<file path="config.mk">
export PLATFORM = sky130hd
export DESIGN_NAME = ppm_p6_header_parser
export DESIGN_NICKNAME = d
export VERILOG_FILES = /design/src/sv/ppm_pkg.sv /design/src/sv/ppm_p6_header_parser.sv /design/src/sv/ppm_core.sv
export SDC_FILE = /design/constraint.sdc
export NUM_CORES = 1
export LEC_CHECK = 0
export BUFFER_PORTS_ARGS = -buffer_cell sky130_fd_sc_hd__buf_2
export CORE_AREA = 5 5 129 131
export DETAILED_ROUTE_END_ITERATION = 10
export DIE_AREA = 0 0 134 136
export GPL_TIMING_DRIVEN = 1
export HOLD_SLACK_MARGIN = 0.05
export PLACE_DENSITY = 0.65
export SLEW_MARGIN = 20
export SYNTH_ARGS = -nofsm -noshare
export SYNTH_HDL_FRONTEND = slang
export SYNTH_SLANG_ARGS = --single-unit
</file>
<file path="constraint.sdc">
create_clock -name clk_i -period 6.69 [get_ports clk_i]
set_input_delay 1.338 -clock clk_i [delete_from_list [all_inputs] [get_ports clk_i]]
set_output_delay 1.338 -clock clk_i [all_outputs]
set_load 0.01 [all_outputs]
</file>
<file path="src/sv/ppm_pkg.sv">
// shared types and constants for the binary image header parser
`timescale 1ns / 1ps
`default_nettype none

package ppm_pkg;

  // width of the result number fields
  localparam int unsigned OutBits = 16;

  // characters of interest
  localparam logic [7:0] CharP     = 8'h50;
  localparam logic [7:0] CharSix   = 8'h36;
  localparam logic [7:0] CharHash  = 8'h23;
  localparam logic [7:0] CharLf    = 8'h0a;
  localparam logic [7:0] CharSpace = 8'h20;
  localparam logic [7:0] CharTab   = 8'h09;
  localparam logic [7:0] CharCr    = 8'h0d;
  localparam logic [7:0] CharZero  = 8'h30;
  localparam logic [7:0] CharNine  = 8'h39;

  // only accepted maximum sample value
  localparam int unsigned MaxvalOk = 255;

  // result codes
  typedef enum logic [2:0] {
    ERR_NONE   = 3'd0,
    ERR_MAGIC  = 3'd1,
    ERR_EARLY  = 3'd2,
    ERR_NUMBER = 3'd3,
    ERR_ZERO   = 3'd4,
    ERR_MAXVAL = 3'd5
  } err_e;

  // which header token is expected
  typedef enum logic [1:0] {
    TOK_MAGIC  = 2'd0,
    TOK_WIDTH  = 2'd1,
    TOK_HEIGHT = 2'd2,
    TOK_MAXVAL = 2'd3
  } tok_e;

  // progress through the magic token
  typedef enum logic [1:0] {
    MAG_NONE = 2'd0,
    MAG_P    = 2'd1,
    MAG_P6   = 2'd2
  } mag_e;

  // one result item from the parser core
  typedef struct packed {
    logic                 header_ok;
    err_e                 error_code;
    logic [OutBits-1:0]   image_width;
    logic [OutBits-1:0]   image_height;
    logic [OutBits-1:0]   max_value;
  } res_t;

endpackage

`default_nettype wire

</file>
<file path="src/sv/ppm_p6_header_parser.sv">
// binary image header parser: input register, parser step, result register
// a result is registered as the byte that causes it leaves the input register
// throughput: one byte per cycle when no result waits; one parser update per byte
// a waiting result stalls the parser step; one more byte is still taken in
// reset clears the parser to expect the magic token and empties both registers
`timescale 1ns / 1ps
`default_nettype none

module ppm_p6_header_parser #(
  parameter int unsigned DIM_BITS = 16
) (
  input  wire logic        clk_i,
  input  wire logic        rst_ni,
  input  wire logic        in_valid_i,
  output logic             in_ready_o,
  input  wire logic [7:0]  data_byte_i,
  input  wire logic        last_byte_i,
  output logic             out_valid_o,
  input  wire logic        out_ready_i,
  output logic             header_ok_o,
  output logic [2:0]       error_code_o,
  output logic [15:0]      image_width_o,
  output logic [15:0]      image_height_o,
  output logic [15:0]      max_value_o
);
  import ppm_pkg::*;

  logic       in_vld_q, in_vld_d;
  logic [7:0] in_byte_q;
  logic       in_last_q;
  logic       out_vld_q, out_vld_d;
  res_t       out_q;
  logic       advance;
  logic       take;
  logic       res_valid;
  res_t       res;

  // handshake
  assign advance    = in_vld_q && (!out_vld_q || out_ready_i);
  assign in_ready_o = !in_vld_q || advance;
  assign take       = in_valid_i && in_ready_o;
  assign in_vld_d   = take || (in_vld_q && !advance);
  assign out_vld_d  = (advance && res_valid) || (out_vld_q && !out_ready_i);

  // parser core
  ppm_core #(
    .DIM_BITS(DIM_BITS)
  ) u_core (
    .clk_i      (clk_i),
    .rst_ni     (rst_ni),
    .step_i     (advance),
    .data_byte_i(in_byte_q),
    .last_byte_i(in_last_q),
    .res_valid_o(res_valid),
    .res_o      (res)
  );

  // valid flags
  always_ff @(posedge clk_i or negedge rst_ni) begin
    if (!rst_ni) begin
      in_vld_q  <= 1'b0;
      out_vld_q <= 1'b0;
    end else begin
      in_vld_q  <= in_vld_d;
      out_vld_q <= out_vld_d;
    end
  end

  // input item register
  always_ff @(posedge clk_i) begin
    if (take) begin
      in_byte_q <= data_byte_i;
      in_last_q <= last_byte_i;
    end
  end

  // result register
  always_ff @(posedge clk_i) begin
    if (advance && res_valid) begin
      out_q <= res;
    end
  end

  assign out_valid_o    = out_vld_q;
  assign header_ok_o    = out_q.header_ok;
  assign error_code_o   = out_q.error_code;
  assign image_width_o  = out_q.image_width;
  assign image_height_o = out_q.image_height;
  assign max_value_o    = out_q.max_value;

endmodule

`default_nettype wire

</file>
<file path="src/sv/ppm_core.sv">
// parser state and the per-byte header step
`timescale 1ns / 1ps
`default_nettype none

module ppm_core #(
  parameter int unsigned DIM_BITS = 16
) (
  input  wire logic        clk_i,
  input  wire logic        rst_ni,
  input  wire logic        step_i,
  input  wire logic [7:0]  data_byte_i,
  input  wire logic        last_byte_i,
  output logic             res_valid_o,
  output ppm_pkg::res_t    res_o
);
  import ppm_pkg::*;

  localparam int unsigned ProdBits = DIM_BITS + 4;

  tok_e                tok_q, tok_d;
  mag_e                mag_q, mag_d;
  logic                in_tok_q, in_tok_d;
  logic                in_com_q, in_com_d;
  logic                dd_q, dd_d;
  logic                ni_q, ni_d;
  logic                fin_q, fin_d;
  logic [DIM_BITS-1:0] nv_q, nv_d;
  logic [DIM_BITS-1:0] hw_q, hw_d;
  logic [DIM_BITS-1:0] hh_q, hh_d;

  logic                is_space;
  logic                is_digit;
  logic [3:0]          digit;
  logic [ProdBits-1:0] prod;
  logic                hit;
  logic                do_end;
  err_e                code;
  logic [DIM_BITS-1:0] maxv;
  res_t                res;

  // character classes
  assign is_space = (data_byte_i inside {CharSpace, [CharTab:CharCr]});
  assign is_digit = (data_byte_i inside {[CharZero:CharNine]});
  assign digit    = 4'(data_byte_i - CharZero);

  // one byte of the header walk
  always_comb begin
    tok_d    = tok_q;
    mag_d    = mag_q;
    in_tok_d = in_tok_q;
    in_com_d = in_com_q;
    dd_d     = dd_q;
    ni_d     = ni_q;
    fin_d    = fin_q;
    nv_d     = nv_q;
    hw_d     = hw_q;
    hh_d     = hh_q;
    hit      = 1'b0;
    do_end   = 1'b0;
    code     = ERR_NONE;
    prod     = '0;
    maxv     = '0;
    res      = '0;

    if (!fin_q) begin
      // comment, whitespace or token character
      if (in_com_q) begin
        if (data_byte_i == CharLf) begin
          in_com_d = 1'b0;
        end
      end else if (in_tok_q && is_space) begin
        do_end = 1'b1;
      end else if (!in_tok_q && data_byte_i == CharHash) begin
        in_com_d = 1'b1;
      end else if (in_tok_q || !is_space) begin
        if (!in_tok_q) begin
          in_tok_d = 1'b1;
          nv_d     = '0;
          dd_d     = 1'b0;
          ni_d     = 1'b0;
        end
        if (tok_q == TOK_MAGIC) begin
          if (mag_q == MAG_NONE && data_byte_i == CharP) begin
            mag_d = MAG_P;
          end else if (mag_q == MAG_P && data_byte_i == CharSix) begin
            mag_d = MAG_P6;
          end else begin
            hit  = 1'b1;
            code = ERR_MAGIC;
          end
        end else if (!dd_d) begin
          if (is_digit) begin
            prod = (ProdBits'(nv_d) << 3) + (ProdBits'(nv_d) << 1) + ProdBits'(digit);
            if (|prod[ProdBits-1:DIM_BITS]) begin
              ni_d = 1'b1;
            end else begin
              nv_d = prod[DIM_BITS-1:0];
            end
          end else if (!in_tok_q) begin
            hit  = 1'b1;
            code = ERR_NUMBER;
          end else begin
            dd_d = 1'b1;
          end
        end
      end

      // end of stream closes an open token
      if (!hit && last_byte_i && in_tok_d) begin
        do_end = 1'b1;
      end

      // token end
      if (do_end) begin
        in_tok_d = 1'b0;
        case (tok_d)
          TOK_MAGIC: begin
            if (mag_d != MAG_P6) begin
              hit  = 1'b1;
              code = ERR_MAGIC;
            end else begin
              tok_d = TOK_WIDTH;
            end
          end
          TOK_WIDTH: begin
            if (ni_d) begin
              hit  = 1'b1;
              code = ERR_NUMBER;
            end else begin
              hw_d  = nv_d;
              tok_d = TOK_HEIGHT;
            end
          end
          TOK_HEIGHT: begin
            if (ni_d) begin
              hit  = 1'b1;
              code = ERR_NUMBER;
            end else begin
              hh_d  = nv_d;
              tok_d = TOK_MAXVAL;
            end
          end
          default: begin
            hit = 1'b1;
            if (ni_d) begin
              code = ERR_NUMBER;
            end else if (hw_d == '0 || hh_d == '0) begin
              code = ERR_ZERO;
            end else if (nv_d != DIM_BITS'(MaxvalOk)) begin
              code = ERR_MAXVAL;
            end else begin
              code = ERR_NONE;
            end
          end
        endcase
      end

      // stream ended with no verdict
      if (!hit && last_byte_i) begin
        hit  = 1'b1;
        code = ERR_EARLY;
      end

      // result fields from the updated state
      if (code == ERR_NONE || code == ERR_ZERO || code == ERR_MAXVAL) begin
        maxv = nv_d;
      end
      res.header_ok    = (code == ERR_NONE);
      res.error_code   = code;
      res.image_width  = OutBits'(hw_d);
      res.image_height = OutBits'(hh_d);
      res.max_value    = OutBits'(maxv);

      if (hit && !last_byte_i) begin
        fin_d = 1'b1;
      end
    end

    // last byte returns the parser to its idle state
    if (last_byte_i && (fin_q || hit)) begin
      tok_d    = TOK_MAGIC;
      mag_d    = MAG_NONE;
      in_tok_d = 1'b0;
      in_com_d = 1'b0;
      dd_d     = 1'b0;
      ni_d     = 1'b0;
      fin_d    = 1'b0;
      nv_d     = '0;
      hw_d     = '0;
      hh_d     = '0;
    end
  end

  assign res_valid_o = step_i && hit;
  assign res_o       = res;

  // parser state
  always_ff @(posedge clk_i or negedge rst_ni) begin
    if (!rst_ni) begin
      tok_q    <= TOK_MAGIC;
      mag_q    <= MAG_NONE;
      in_tok_q <= 1'b0;
      in_com_q <= 1'b0;
      dd_q     <= 1'b0;
      ni_q     <= 1'b0;
      fin_q    <= 1'b0;
      nv_q     <= '0;
      hw_q     <= '0;
      hh_q     <= '0;
    end else if (step_i) begin
      tok_q    <= tok_d;
      mag_q    <= mag_d;
      in_tok_q <= in_tok_d;
      in_com_q <= in_com_d;
      dd_q     <= dd_d;
      ni_q     <= ni_d;
      fin_q    <= fin_d;
      nv_q     <= nv_d;
      hw_q     <= hw_d;
      hh_q     <= hh_d;
    end
  end

endmodule

`default_nettype wire

</file>
Yosys cells after proc, flatten, opt, wreduce, memory -nomap -nowiden
Index checks and enable logic that the tools add are counted.

storage, ports and cells
  bits in registers = 120
  bits of input ports = 13
  output and inout port bits = 54
  word-level logic and storage cells = 227

cells by class
  add/subtract/negate cells = 3
  $lt $le $gt $ge = 4
  equal/unequal tests = 19
  mux-type cells = 131
  bitwise operators = 1
  reductions and logical operators = 50

operator list
  kind                                                                               number
  16-bit two-way mux                                                                 27
  1-bit two-way mux                                                                  68
  3-bit two-way mux                                                                  16
  2-bit two-way mux                                                                  17
  16-bit zero test                                                                   2
  8-bit by 6-bit == test with 1-bit output (second input constant)                   3
  19-bit by 17-bit adder with 20-bit output                                          1
  20-bit by 4-bit adder with 20-bit output                                           1
  1-bit logical AND                                                                  17
  16-bit by 8-bit != test with 1-bit output (second input constant)                  1
  2-bit != test (second input constant)                                              5
  1-bit zero test                                                                    9
  1-bit logical OR                                                                   9
  3-bit != test (second input constant)                                              3
  8-bit by 4-bit == test with 1-bit output (second input constant)                   1
  8-bit by 7-bit == test with 1-bit output (second input constant)                   1
  8-bit by 4-bit >= comparator with 1-bit output (second input constant)             1
  8-bit by 6-bit >= comparator with 1-bit output (second input constant)             1
  8-bit by 4-bit less-or-equal comparator with 1-bit output (second input constant)  1
  8-bit by 6-bit less-or-equal comparator with 1-bit output (second input constant)  1
  7-bit AND reduction                                                                1
  3-bit == test (second input constant)                                              2
  2-bit one-hot mux with 3 select lines                                              1
  3-bit one-hot mux with 2 select lines                                              1
  other kinds (13)                                                                   18

Depth between registers and ports, before layout
Gate-level depths: netlist (run 1).

  depth after elaboration = 35
  gate-level depth with buffers = 18
  mapped depth without buffers = 14

By module
A second synthesis (run 1) with hierarchy kept.

second synthesis, totals
  cell total of the unflattened synthesis = 699
  area, all modules = 6882.9 um^2

modules (own cells, without submodules)
  module                times used  cells each  area an instance (um^2)  sequential area each (um^2)
  ppm_core              1           628         4939.7                   1426.4
  ppm_p6_header_parser  1           71          1943.1                   1881.8

Worst setup path after synthesis (run 1)
Ideal clock, no wire load.

  path type = register to register
  from = reg u_core.in_tok_q
  to = reg out_q, in the netlist error_code_o[0] (enable)
  setup time = 480 ps
  data arrival time = 5972 ps
  required time = 6210 ps
  path slack = 238 ps
  cell stages (with the launch flop) = 15
  path buffers = 2
  clock period less this slack = 6452 ps
  cell sequence = dfrtp_1 > clkbuf_1 > and2_1 > fa_1 > fa_1 > a211oi_1 > o21a_1 > o21ai_0 > a41oi_1 > and2_1 > clkbuf_1 > a211oi_2 > o21ai_0 > o21ai_0 > a21oi_1

on the way
  word-level cells in the longest chain between the ends = 29
  elaborated cells between the ends (all ways) = 68
  those cells by class = add/sub (2); eq/ne (1); mux (53); reduce/logical (12)

RTL lines
  what                                       line                        source
  from (decl)                                ppm_core.sv:22              logic in_tok_q, in_tok_d;
  from (signal assigned)                     ppm_core.sv:213             in_tok_q <= in_tok_d;
  16-bit two-way mux                         ppm_core.sv:76              if (!in_tok_q) begin
  16-bit two-way mux                         ppm_core.sv:75              end else if (in_tok_q || !is_space) begin
  16-bit two-way mux                         ppm_core.sv:73              end else if (!in_tok_q && data_byte_i == CharHash) begin
  16-bit two-way mux                         ppm_core.sv:71              end else if (in_tok_q && is_space) begin
  16-bit two-way mux                         ppm_core.sv:67              if (in_com_q) begin
  16-bit two-way mux                         ppm_core.sv:65              if (!fin_q) begin
  19-bit by 17-bit adder with 20-bit output  ppm_core.sv:93              prod = (ProdBits'(nv_d) << 3) + (ProdBits'(nv_d) << 1) + ProdBits'(digit);
  20-bit by 4-bit adder with 20-bit output   ppm_core.sv:93
  [12 not listed]                            --
  1-bit two-way mux (*)                      ppm_core.sv:114             if (do_end) begin
  1-bit two-way mux (*)                      ppm_core.sv:65
  1-bit zero test                            ppm_core.sv:159             if (!hit && last_byte_i) begin
  1-bit logical AND                          ppm_core.sv:159
  1-bit two-way mux (*)                      ppm_core.sv:159
  1-bit two-way mux (*) (2 in a row)         ppm_core.sv:65
  1-bit logical AND (*)                      ppm_core.sv:194             assign res_valid_o = step_i && hit;
  1-bit logical AND (*)                      ppm_p6_header_parser.sv:79  if (advance && res_valid) begin
  to (signal assigned)                       ppm_p6_header_parser.sv:80  out_q <= res;
  to (decl)                                  ppm_p6_header_parser.sv:32  res_t out_q;

Mark *: on every way between the ends. The rest lies on a longest branch, timed or not. The select of a mux whose other input is x is not followed.
A chain may end at the register's enable or synchronous reset.

Worst setup path after layout (run 1)
  from = reg u_core.in_tok_q
  to = reg out_q, in the netlist error_code_o[2], data pin

on the way
  word-level cells in the longest chain between the ends = 26
  elaborated cells between the ends (all ways) = 88
  those cells by class = add/sub (2); eq/ne (2); mux (74); reduce/logical (10)

RTL lines
  what                                                                            line
  16-bit two-way mux                                                              ppm_core.sv:76
  16-bit two-way mux                                                              ppm_core.sv:75
  16-bit two-way mux                                                              ppm_core.sv:73
  16-bit two-way mux                                                              ppm_core.sv:71
  16-bit two-way mux                                                              ppm_core.sv:67
  16-bit two-way mux                                                              ppm_core.sv:65
  19-bit by 17-bit adder with 20-bit output                                       ppm_core.sv:93
  20-bit by 4-bit adder with 20-bit output                                        ppm_core.sv:93
  [10 not listed]                                                                 --
  16-bit by 8-bit != test with 1-bit output or 1-bit two-way mux (tied branches)  ppm_core.sv:149, ppm_core.sv:126, ppm_core.sv:135
  3-bit two-way mux or 1-bit one-hot mux with 2 select lines (tied branches)      ppm_core.sv:149, ppm_core.sv:116
  3-bit two-way mux or 1-bit two-way mux (tied branches)                          ppm_core.sv:147, ppm_core.sv:114
  3-bit two-way mux or 1-bit two-way mux (tied branches)                          ppm_core.sv:145, ppm_core.sv:65
  3-bit one-hot mux with 2 select lines or 1-bit zero test (tied branches)        ppm_core.sv:116, ppm_core.sv:159
  3-bit two-way mux or 1-bit logical AND (tied branches)                          ppm_core.sv:114, ppm_core.sv:159
  3-bit two-way mux (*)                                                           ppm_core.sv:159
  3-bit two-way mux (*)                                                           ppm_core.sv:65

Marked as above.

==> impl_metrics.yaml, run 1 <==
timing:
  worst_slack_ns: 1.08
  fmax_ghz: 0.178
  final_hold_viol_count: 0
  rsz0062_at_grt: "false"
  setup-tns-final_ns: 0
  fin_crit_ns: 5.61
  setup_viol: 0
  maxSlewHeadroom_pct: 40.3
  max_slew.worst_pin.slew_ns: 0.889
  fin_crit_sh_pct: 83.9
  slew_viol_final: 0
  finClkSkew_ns: 0.00993
synthesis:
  yosysWarningCount: 0
  synth_cells: 672
  syn_nets: 723
  synthTopCellsByArea: "edfxtp_1 (27%), dfrtp_1 (22%), ha_1 (6.6%)"
  async_reset_ff_share_pct: 49.2
  yosysTopAreaCell: "edfxtp_1"
  syn_avg_cell_area_um2: 10.1
  synth_cell_types: 70
  synth-seq-cells: 120
  syn_area_mm2: 0.00679
  synth.top_cell.area_share_pct: 27.0
  seq_area_frac_synth_pct: 48.7
  synthFlopType: "edfxtp_1"
  synth-edff-count: 61
pwr:
  p_clk_share_pct: 34.7
  peakVddDrop_mv: 0.206
  intPower_mw: 1.70
  power.total_mw: 2.57
  powerDensity_mw_per_mm2: 327
  p_leak_nw: 3.26
  power_frac_comb_pct: 26.0
  switching_share_pct: 34.0
  p_seq_share_pct: 39.3
  p_switching_uw: 875
floorplanning:
  dieArea_mm2: 0.0182
  core_mm2: 0.0155
  io_pins: 67
  chipHeight_um: 136
  fp.dieW_um: 134
  start_util_pct: 43.9
  rows: 46
cells_and_area:
  fin_util_pct: 50.9
  drive_gt1_share_pct: 16.8
  areaGrowthSynthToFinish_pct: 16.0
  antenna_cells: 0
  finalNetCount: 786
worst_setup_path:
  ff2ff_setup_slack_ns: 1.08
  cp_max_fo: 22
  slowest_delay_ns: 0.78
  crit_type: "register to register"
  startpoint_type: "register"
  crit_family: "compound AO/OA/AOI/OAI gates"
  crit_path_frequent_cell: "fa_1"
  crit_path_top_delay_cell: "a2111oi_4"
  cp.required_ns: 6.85
  endpoint_kind: "register"
  crit_chain: "and2_1 > fa_1 > fa_1 > a211oi_1 > o21a_1 > a21oi_1 > a211o_1 > or2_2 > a2111oi_4 > a2bb2oi_1 > and4_1 > nand4_1 > o211a_1"
  path_buf_inv: 0
  cp.arrival_ns: 5.77
worst_hold_path:
  hold_path_class: "register to register"
route:
  drt-initial-drc-count: 667
  drc_errors: 0
  routed_wirelength_um: 17600
  routed_via_density: 5.97
  ant_nets: 0
  vias: 5611
  firstDrtPassIters: 5
  wl_per_cell_um: 18.7
global_routing:
  antenna_found_initial: 0
  overflow: 0
  grt_util_all_layers_pct: 20.0
  grt_pass1_vias: 5531
  grt_max_degree: 60
  grt_pass1_wl_um: 29100
place:
  dp_hpwl_um: 12900
  io_buffers: 66
  gp_congestion: 0.958
  dp_slack_ns: 1.14
clocking:
  post_cts_resized: 0
  clock-sinks: 120
  clock_tree.root_cell: "clkbuf_16"
  cts_max_level: 4
  clock_latency_ns: 0.41
  ctsHoldBuffers: 0
  cts_buffers: 17
  path_clk_slew_ns: 0.06
  cts_setup_buffers: 0
  cts_tree: "done"
  clk_path_buf_depth: 2
flow_run:
  maxCapViolCount: 0
outcome:
  status: "finished, final reports clean"
## routing by layer
layer / vias to the layer above / track usage (%) / routed length, um
met2: 205 / 32.2 / 8340
met4: 0 / 5.77 / 264
met3: 28 / 4.48 / 979
met5: - / 0 / 0
li1: 2654 / - / -
met1: 2724 / 27.3 / 8040
## through the flow
| stage | std cells | area [um2] | hold slack, ns |
|---|---|---|---|
| 6_report | 940 | 7880 | 0.503 |
| 5_1_grt | 940 | 7880 | 0.526 |
| 4_1_cts | 940 | 7880 | 0.506 |
| 3_5_place_dp | 908 | 7300 | 0.494 |
| 3_3_place_gp | 908 | 7300 | 0.489 |
| 2_1_floorplan | 672 | 6790 | 0.464 |
## layout make-up
cell class / instances / area, um2
tap: 192 / 240
multi-input combinational: 508 / 3310
fill: 1389 / 7610
inverter: 14 / 52.6
timing repair buffer: 74 / 390
clock buffer: 18 / 429
sequential: 120 / 3310
clock inverter: 14 / 149
## registers in the layout, summed over array words and instances (netlist names), 2 cells and up
| register | count |
|---|---|
| error_code_o | 3 |
| image_height_o | 16 |
| image_width_o | 16 |
| in_byte_q | 8 |
| max_value_o | 16 |
| u_core.hh_q | 16 |
| u_core.hw_q | 16 |
| u_core.mag_q | 2 |
| u_core.nv_q | 16 |
| u_core.tok_q | 2 |
## tightest hold or removal path: stages, from the launching register on
cell and delay [ns]:
dfrtp_1 0.36, nand2_1 0.05, o21ai_0 0.06
## layout by cell type (no fill, tap or decap), types with 5 or more instances in the layout
master       n
a211oi_1    24
a21boi_0     5
a21o_1       5
a21oi_1     18
a22o_1       6
and2_1      19
and3_1       5
buf_2       66
buf_4        8
clkbuf_16   17
clkinvlp_4   6
dfrtp_1     59
edfxtp_1    61
ha_1        36
inv_1       14
mux2i_1     10
nand2_1     92
nand3_1     12
nand4_1      8
nor2_1      61
nor2b_1      9
nor3_1      11
nor4_1      13
o211ai_1     7
o21a_1       5
o21ai_0     63
o2bb2ai_1    6
xnor2_1      8
## path summary, 6_finish.rpt
path,startpoint,endpoint,depth (start not counted)
min,u_core.hw_q[5]$_DFFE_PN0P_,u_core.hw_q[5]$_DFFE_PN0P_,2
max in group asynchronous,rst_ni,u_core.mag_q[0]$_DFFE_PN0P_,2
max reg2reg,u_core.in_tok_q$_DFFE_PN0P_,error_code_o[2]$_SDFFCE_PP0P_,13
min in group asynchronous,rst_ni,u_core.hw_q[2]$_DFFE_PN0P_,2
min reg2reg,u_core.hw_q[5]$_DFFE_PN0P_,u_core.hw_q[5]$_DFFE_PN0P_,2
max,u_core.in_tok_q$_DFFE_PN0P_,error_code_o[2]$_SDFFCE_PP0P_,13
## logic make-up (layout without fill, tap and decap cells)
kind of cell             after synthesis  after routing  synth area share (%)
AO/OA/AOI/OAI                        197            197                  20.6
XOR/XNOR                              11             11                  1.42
adder cells (fa/ha/maj)               38             38                  7.22
buffers and inverters                 44            120                  2.76
flip-flops                           120            120                  48.7
multiplexers                          11             11                  1.64
AND/OR/NAND/NOR                      251            251                  17.6
## cells in the mapped netlist, types with 6 or more instances
cell type and n:
and2_1 19, clkbuf_1 24, xnor2_1 8, nand4_1 8, o2bb2ai_1 6, inv_1 14, nor4_1 13, edfxtp_1 61
o21ai_0 63, nand2_1 92, a211oi_1 24, a21oi_1 19, a22o_1 6, nand3_1 12, dfrtp_1 59, o211ai_1 7
ha_1 36, mux2i_1 10, nor3_1 11, nor2_1 61, nor2b_1 9
## power groups by stage
stage	combinational [mW]	sequential [mW]	clock, mW
detailed placement	0.669	1.03	0
floorplan	0.373	1.08	0
CTS	0.672	1.01	0.907
global placement	0.663	1.02	0
finish	0.669	1.01	0.893
global route	0.738	1.03	0.938
Note: power is estimated with default switching activity, not from simulation.
==> run 2, diff against run 1 <==
--- a/config.mk
+++ b/config.mk
@@ -5,13 +5,13 @@
 export SDC_FILE = /design/constraint.sdc
 export NUM_CORES = 1
 export LEC_CHECK = 0
+export ABC_AREA = 1
 export BUFFER_PORTS_ARGS = -buffer_cell sky130_fd_sc_hd__buf_2
-export CORE_AREA = 5 5 129 131
+export CORE_AREA = 5 5 134 136
 export DETAILED_ROUTE_END_ITERATION = 10
-export DIE_AREA = 0 0 134 136
+export DIE_AREA = 0 0 139 141
 export GPL_TIMING_DRIVEN = 1
 export HOLD_SLACK_MARGIN = 0.05
-export PLACE_DENSITY = 0.65
 export SLEW_MARGIN = 20
 export SYNTH_ARGS = -nofsm -noshare
 export SYNTH_HDL_FRONTEND = slang
==> constraint.sdc (replaced) <==
create_clock -name clk_i -period 5.25 [get_ports clk_i]
set_input_delay 1.05 -clock clk_i [delete_from_list [all_inputs] [get_ports clk_i]]
set_output_delay 1.05 -clock clk_i [all_outputs]
set_load 0.01 [all_outputs]
==> run 2 against run 1 <==
Compared with the run above: cell count grew 26%; sequential share of layout area decreased by 2.7 points; flip-flop and latch count is the same; clock-buffer cell count grew 3; wire length shrank 1.3%; critical path depth grew 13; synthesized area is 7.2% higher; clock power rose by 30%; critical endpoint is now max_value_o[10]$_SDFFCE_PP0P_; largest cell class is now multi-input combinational cells; highest routed layer unchanged.
==> impl_metrics.yaml, run 2 <==
outcome:
  status: "finished, final reports clean"
route:
  ant_nets: 0
  routed_via_density: 5.10
  firstDrtPassIters: 6
  drt-initial-drc-count: 519
  vias: 6039
  drc_errors: 0
  wl_per_cell_um: 14.7
  routed_wirelength_um: 17400
cells_and_area:
  areaGrowthSynthToFinish_pct: 15.7
  drive_gt1_share_pct: 17.6
  final_common_cell: "nand2_1"
  most-common-layout-cells: "nand2_1 (222), inv_1 (121), nor2_1 (76), buf_2 (66), edfxtp_1 (61)"
  finalNetCount: 998
  antenna_cells: 0
synthesis:
  synth_xor_xnor_area_share_pct: 1.08
  synth.top_cell.area_share_pct: 25.2
  synthMuxAreaShare_pct: 0
  synth_top_family_by_area: "simple AND/OR/NAND/NOR gates"
  async_reset_ff_share_pct: 49.2
  syn_area_mm2: 0.00728
  synth_compound_area_share_pct: 10.2
  synth_cells: 881
  yosysMostFrequentCell: "nand2_1"
  synth-seq-cells: 120
  syn_nets: 932
  syn_avg_cell_area_um2: 8.26
  yosys-top-cells-count: "nand2_1 (222), inv_1 (122), nor2_1 (76), edfxtp_1 (61), dfrtp_1 (59)"
  synth_cell_types: 47
  synth-adder-area-share_pct: 6.74
  synthFlopType: "edfxtp_1"
  yosys.area_share.simple_pct: 27.6
  yosysTopAreaCell: "edfxtp_1"
  yosysWarningCount: 0
  seq_area_frac_synth_pct: 45.4
  synthTopCellsByArea: "edfxtp_1 (25%), dfrtp_1 (20%), nand2_1 (11%)"
  synth-edff-count: 61
global_routing:
  overflow: 0
  grt_max_degree: 60
  grt_pass1_vias: 5882
  antenna_found_initial: 0
  grt_util_all_layers_pct: 18.4
  grt_pass1_wl_um: 29500
clocking:
  cts_max_level: 4
  clk_path_buf_depth: 2
  clock_tree.root_cell: "clkbuf_16"
  cts_setup_buffers: 0
  path_clk_slew_ns: 0.05
  cts_buffers: 17
  clock_latency_ns: 0.41
  cts_tree: "done"
  clock-sinks: 120
worst_setup_path:
  startpoint_type: "register"
  crit_path_start: "u_core.in_tok_q$_DFFE_PN0P_"
  crit_type: "register to register"
  endpoint_kind: "register"
  cp.required_ns: 5.40
  slowest_delay_ns: 0.57
  cp.arrival_ns: 4.70
  cp_max_fo: 19
  reg2reg_from: "u_core.in_tok_q$_DFFE_PN0P_"
  crit_path_top_delay_cell: "dfrtp_2"
  crit_path_frequent_cell: "nand2_1"
floorplanning:
  start_util_pct: 43.3
  fp.dieW_um: 139
  rows: 48
  dieArea_mm2: 0.0196
  chipHeight_um: 141
  core_mm2: 0.0168
  io_pins: 67
place:
  dp_hpwl_um: 12700
  gp_congestion: 0.884
  dp_slack_ns: 0.500
  io_buffers: 66
worst_hold_path:
  hp-start: "u_core.ni_q$_DFFE_PN0P_"
  hold_path_class: "register to register"
pwr:
  powerDensity_mw_per_mm2: 415
  peakVddDrop_mv: 0.507
  p_leak_nw: 4.19
timing:
  slew_viol_final: 0
  fin_crit_ns: 4.55
  maxSlewHeadroom_pct: 42.0
  holdWs_ns: 0.504
  fin_crit_sh_pct: 86.7
  final_hold_viol_count: 0
  fmax_ghz: 0.220
  rsz0062_at_grt: "false"
  setup-tns-final_ns: 0
  finClkSkew_ns: 0.00760
  max_slew.worst_pin.slew_ns: 0.870
  worst_slack_ns: 0.697
  setup_viol: 0
flow_run:
  maxCapViolCount: 0
[run 2: cell types whose count changed in the layout (fill, tap and decap cells not counted), moves of 10 or more]
cell      before  now
nand2_1       92  222
inv_1         14  121
o22ai_1        3   34
nand3_1       12   37
a211oi_1      24    1
and2_1        19    2
nand2_2        0   15
nand4_1        8   23
nor2_1        61   76
inv_2          0   10
mux2i_1       10    0
[run 2: path summary, 6_finish.rpt]
check / to / slack, ns / depth (start not counted)
hold / removal: u_core.ni_q$_DFFE_PN0P_ / 0.50 / 2
hold reg to reg: u_core.ni_q$_DFFE_PN0P_ / 0.50 / 2
setup / recovery: max_value_o[10]$_SDFFCE_PP0P_ / 0.70 / 26
min in group asynchronous: u_core.hw_q[0]$_DFFE_PN0P_ / 0.80 / 2
setup reg to reg: max_value_o[10]$_SDFFCE_PP0P_ / 0.70 / 26
max in group asynchronous: u_core.in_tok_q$_DFFE_PN0P_ / 3.86 / 2
[run 2: layout make-up]
type,count,area [um2]
repair buffers,74,403
inverters,133,502
clock buffers,21,482
clock inverters,11,119
fillers,1641,8390
well taps,225,282
flip-flops and latches,120,3310
multi-input cells,601,3330
[run 2: power by group]
part | switching [mW] | leakage (nW) | total, mW | internal (mW)
sequential | 0.0867 | 1.40 | 1.32 | 1.24
combinational | 0.718 | 2.49 | 1.02 | 0.299
clock | 0.411 | 0.298 | 1.16 | 0.750
[run 2: what timing repair did]
item                                    CTS  global route
endpoints found under the setup margin    0             2
hold buffers                              0             0
gates resized for setup                   0             1
[run 2: logic make-up after synthesis]
logic type,Yosys count
adder cells (fa/ha/maj),38
AO/OA/AOI/OAI,130
buffers and inverters,160
AND/OR/NAND/NOR,424
XOR/XNOR,9
flip-flops,120
[run 2: metrics by stage]
stage	cell area [um2]	util [%]	instances	power, mW
floorplan	7280	-	881	2.02
global placement	7830	46.5	1153	2.36
detailed placement	7830	46.5	1153	2.36
CTS	8430	50.1	1185	3.53
global route	8430	50.1	1185	3.69
finish	8430	50.1	1185	3.50
[run 2: critical path, delay by kind of cell (launching register included)]
kind	cells	cell delay, ns
adders and majority gates	2	0.95
buffers and inverters	1	0.13
DFF	1	0.57
and+or+nand+nor	23	2.62
[run 2: layer usage]
metal  vias to the layer above  part of all wire [%]  track usage (%)  routed length [um]
li1                       3045                     -                -                   -
met1                      2829                    46             24.0                8080
met2                       149                    48             31.3                8370
met3                        16                   4.4             4.44                 769
met4                         0                   1.0             3.81                 178
met5                         -                     0                0                   0
==> run 3, diff against run 2 <==
--- a/config.mk
+++ b/config.mk
@@ -6,13 +6,12 @@
 export NUM_CORES = 1
 export LEC_CHECK = 0
 export ABC_AREA = 1
-export BUFFER_PORTS_ARGS = -buffer_cell sky130_fd_sc_hd__buf_2
 export CORE_AREA = 5 5 134 136
 export DETAILED_ROUTE_END_ITERATION = 10
 export DIE_AREA = 0 0 139 141
+export DONT_BUFFER_PORTS = 1
 export GPL_TIMING_DRIVEN = 1
 export HOLD_SLACK_MARGIN = 0.05
-export SLEW_MARGIN = 20
 export SYNTH_ARGS = -nofsm -noshare
 export SYNTH_HDL_FRONTEND = slang
 export SYNTH_SLANG_ARGS = --single-unit
==> run 3 against run 2 <==
Compared with the run above: setup slack got worse by 0.10 ns; highest routed layer unchanged; worst hold slack worse by 0.17 ns; clock power grew 4%; utilization is 1.9 points lower.
==> impl_metrics.yaml, run 3 (synthesized netlist as in run 2, its figures left out) <==
timing:
  finClkSkew_ns: 0.0116
  fin_crit_ns: 4.65
  max_slew.worst_pin.slew_ns: 0.873
  setup-tns-final_ns: 0
  final_hold_viol_count: 0
  slew_viol_final: 0
  worst_slack_ns: 0.596
  fmax_ghz: 0.215
  maxSlewHeadroom_pct: 41.8
  setup_viol: 0
  rsz0062_at_grt: "false"
  fin_crit_sh_pct: 88.7
floorplanning:
  core_mm2: 0.0168
  io_pins: 67
  dieArea_mm2: 0.0196
  start_util_pct: 43.3
  rows: 48
  fp.dieW_um: 139
  chipHeight_um: 141
worst_setup_path:
  cp.required_ns: 5.39
  cp.arrival_ns: 4.80
  endpoint_kind: "register"
  reg2reg_depth: 26
  ff2ff_setup_slack_ns: 0.60
  cp_max_fo: 19
  crit_type: "register to register"
  crit_path_start: "u_core.in_tok_q$_DFFE_PN0P_"
  startpoint_type: "register"
  reg2reg_to: "max_value_o[8]$_SDFFCE_PP0P_"
  reg2reg_from: "u_core.in_tok_q$_DFFE_PN0P_"
cells_and_area:
  multi_input_area_mm2: 0.00333
  antenna_cells: 0
  drive_gt1_share_pct: 11.1
  final_common_cell: "nand2_1"
  regArea_mm2: 0.00331
  fill_cells: 1635
  most-common-layout-cells: "nand2_1 (222), inv_1 (121), nor2_1 (76), edfxtp_1 (61), dfrtp_1 (58)"
  areaGrowthSynthToFinish_pct: 11.3
  final_cell_area_mm2: 0.00810
  fin_util_pct: 48.2
  finalNetCount: 931
place:
  io_buffers: 0
  dp_slack_ns: 0.442
  gp_congestion: 0.895
  post_dp_cell_area_mm2: 0.00749
  dp_hpwl_um: 12600
global_routing:
  grt_max_degree: 60
  grt_pass1_wl_um: 28700
  grt_util_all_layers_pct: 18.1
  grt_use_met2_pct: 29.1
  grt_pass1_vias: 5605
  overflow: 0
  antenna_found_initial: 0
  grtUsageMet1_pct: 24.2
  busiest_layer: "met2"
  met3_usage_pct: 4.88
route:
  drt-initial-drc-count: 514
  vias: 5752
  routed_wirelength_um: 17100
  firstDrtPassIters: 5
  routed_via_density: 5.14
  drc_errors: 0
  ant_nets: 0
  wl_per_cell_um: 15.3
clocking:
  post_cts_resized: 0
  clock_tree.root_cell: "clkbuf_16"
  clock-sinks: 120
  ctsHoldBuffers: 0
  cts_tree: "done"
  cts_max_level: 4
  cts_buffers: 17
  cts_setup_buffers: 0
  path_clk_slew_ns: 0.05
  clock_latency_ns: 0.41
  clk_path_buf_depth: 2
pwr:
  peakVddDrop_mv: 0.473
  power.total_mw: 3.43
  p_leak_nw: 3.91
  powerDensity_mw_per_mm2: 424
outcome:
  status: "finished, final reports clean"
worst_hold_path:
  hold_path_class: "input pin to async pin"
flow_run:
  maxCapViolCount: 0
==> run 3: stage by stage <==
| step | hold slack (ns) | std cells |
|---|---|---|
| 2_1_floorplan | 0.449 | 881 |
| 3_5_place_dp | 0.478 | 1086 |
| 3_3_place_gp | 0.467 | 1086 |
| 4_1_cts | 0.320 | 1118 |
| 6_report | 0.335 | 1118 |
| 5_1_grt | 0.309 | 1118 |
==> run 3: cell type report <==
cell class                      instances  share of cell area (%)
Clock buffer                           21                    5.44
Clock inverter                         11                    2.15
Inverter                              133                    6.19
Multi-Input combinational cell        601                    41.1
Sequential cell                       120                    40.8
Tap cell                              225                    3.47
Timing Repair Buffer                    7                   0.803
==> run 3: per-layer routing <==
metal / up-vias / part of all wire (%)
li1: 2928 / -
met1: 2662 / 47
met2: 141 / 46
met3: 21 / 5.2
met4: 0 / 1.6
met5: - / 0
==> run 3: how the worst max path moves through the flow <==
stage	end	slack, ns	depth (start not counted)
5_1_grt	max_value_o[10]$_SDFFCE_PP0P_	0.17	26
4_1_cts	max_value_o[8]$_SDFFCE_PP0P_	0.43	26
6_report	max_value_o[8]$_SDFFCE_PP0P_	0.60	26
2_1_floorplan	error_code_o[0]$_SDFFCE_PP0P_	0.05	24
3_5_place_dp	max_value_o[8]$_SDFFCE_PP0P_	0.44	26
3_3_place_gp	max_value_o[9]$_SDFFCE_PP0P_	0.58	26
==> run 3: where the power goes <==
| part | leakage (nW) | internal [mW] | switching, mW | total (mW) |
|---|---|---|---|---|
| logic | 2.22 | 0.210 | 0.587 | 0.798 |
| clock network | 0.287 | 0.795 | 0.417 | 1.21 |
| registers | 1.40 | 1.25 | 0.179 | 1.42 |
==> run 3: critical path: stages, from the launching register on <==
cell and delay, ns:
dfrtp_2 0.57, nand2_1 0.12, inv_1 0.14, fa_1 0.49, fa_1 0.48, nand2_1 0.08
nand2_1 0.12, nand3_2 0.10, nand2_2 0.07, nand2_1 0.09, nand2_1 0.06, nand2_1 0.08
nand2_2 0.08, nor2_8 0.23, nand3_2 0.15, nand2_1 0.09, nand3_1 0.06, nand2_1 0.10
nand2_1 0.19, nor2_1 0.15, nand3_1 0.11, nor2_1 0.10, nand2_1 0.07, nand4_1 0.13
nand3_2 0.11, nand2_4 0.30, nor2_1 0.10
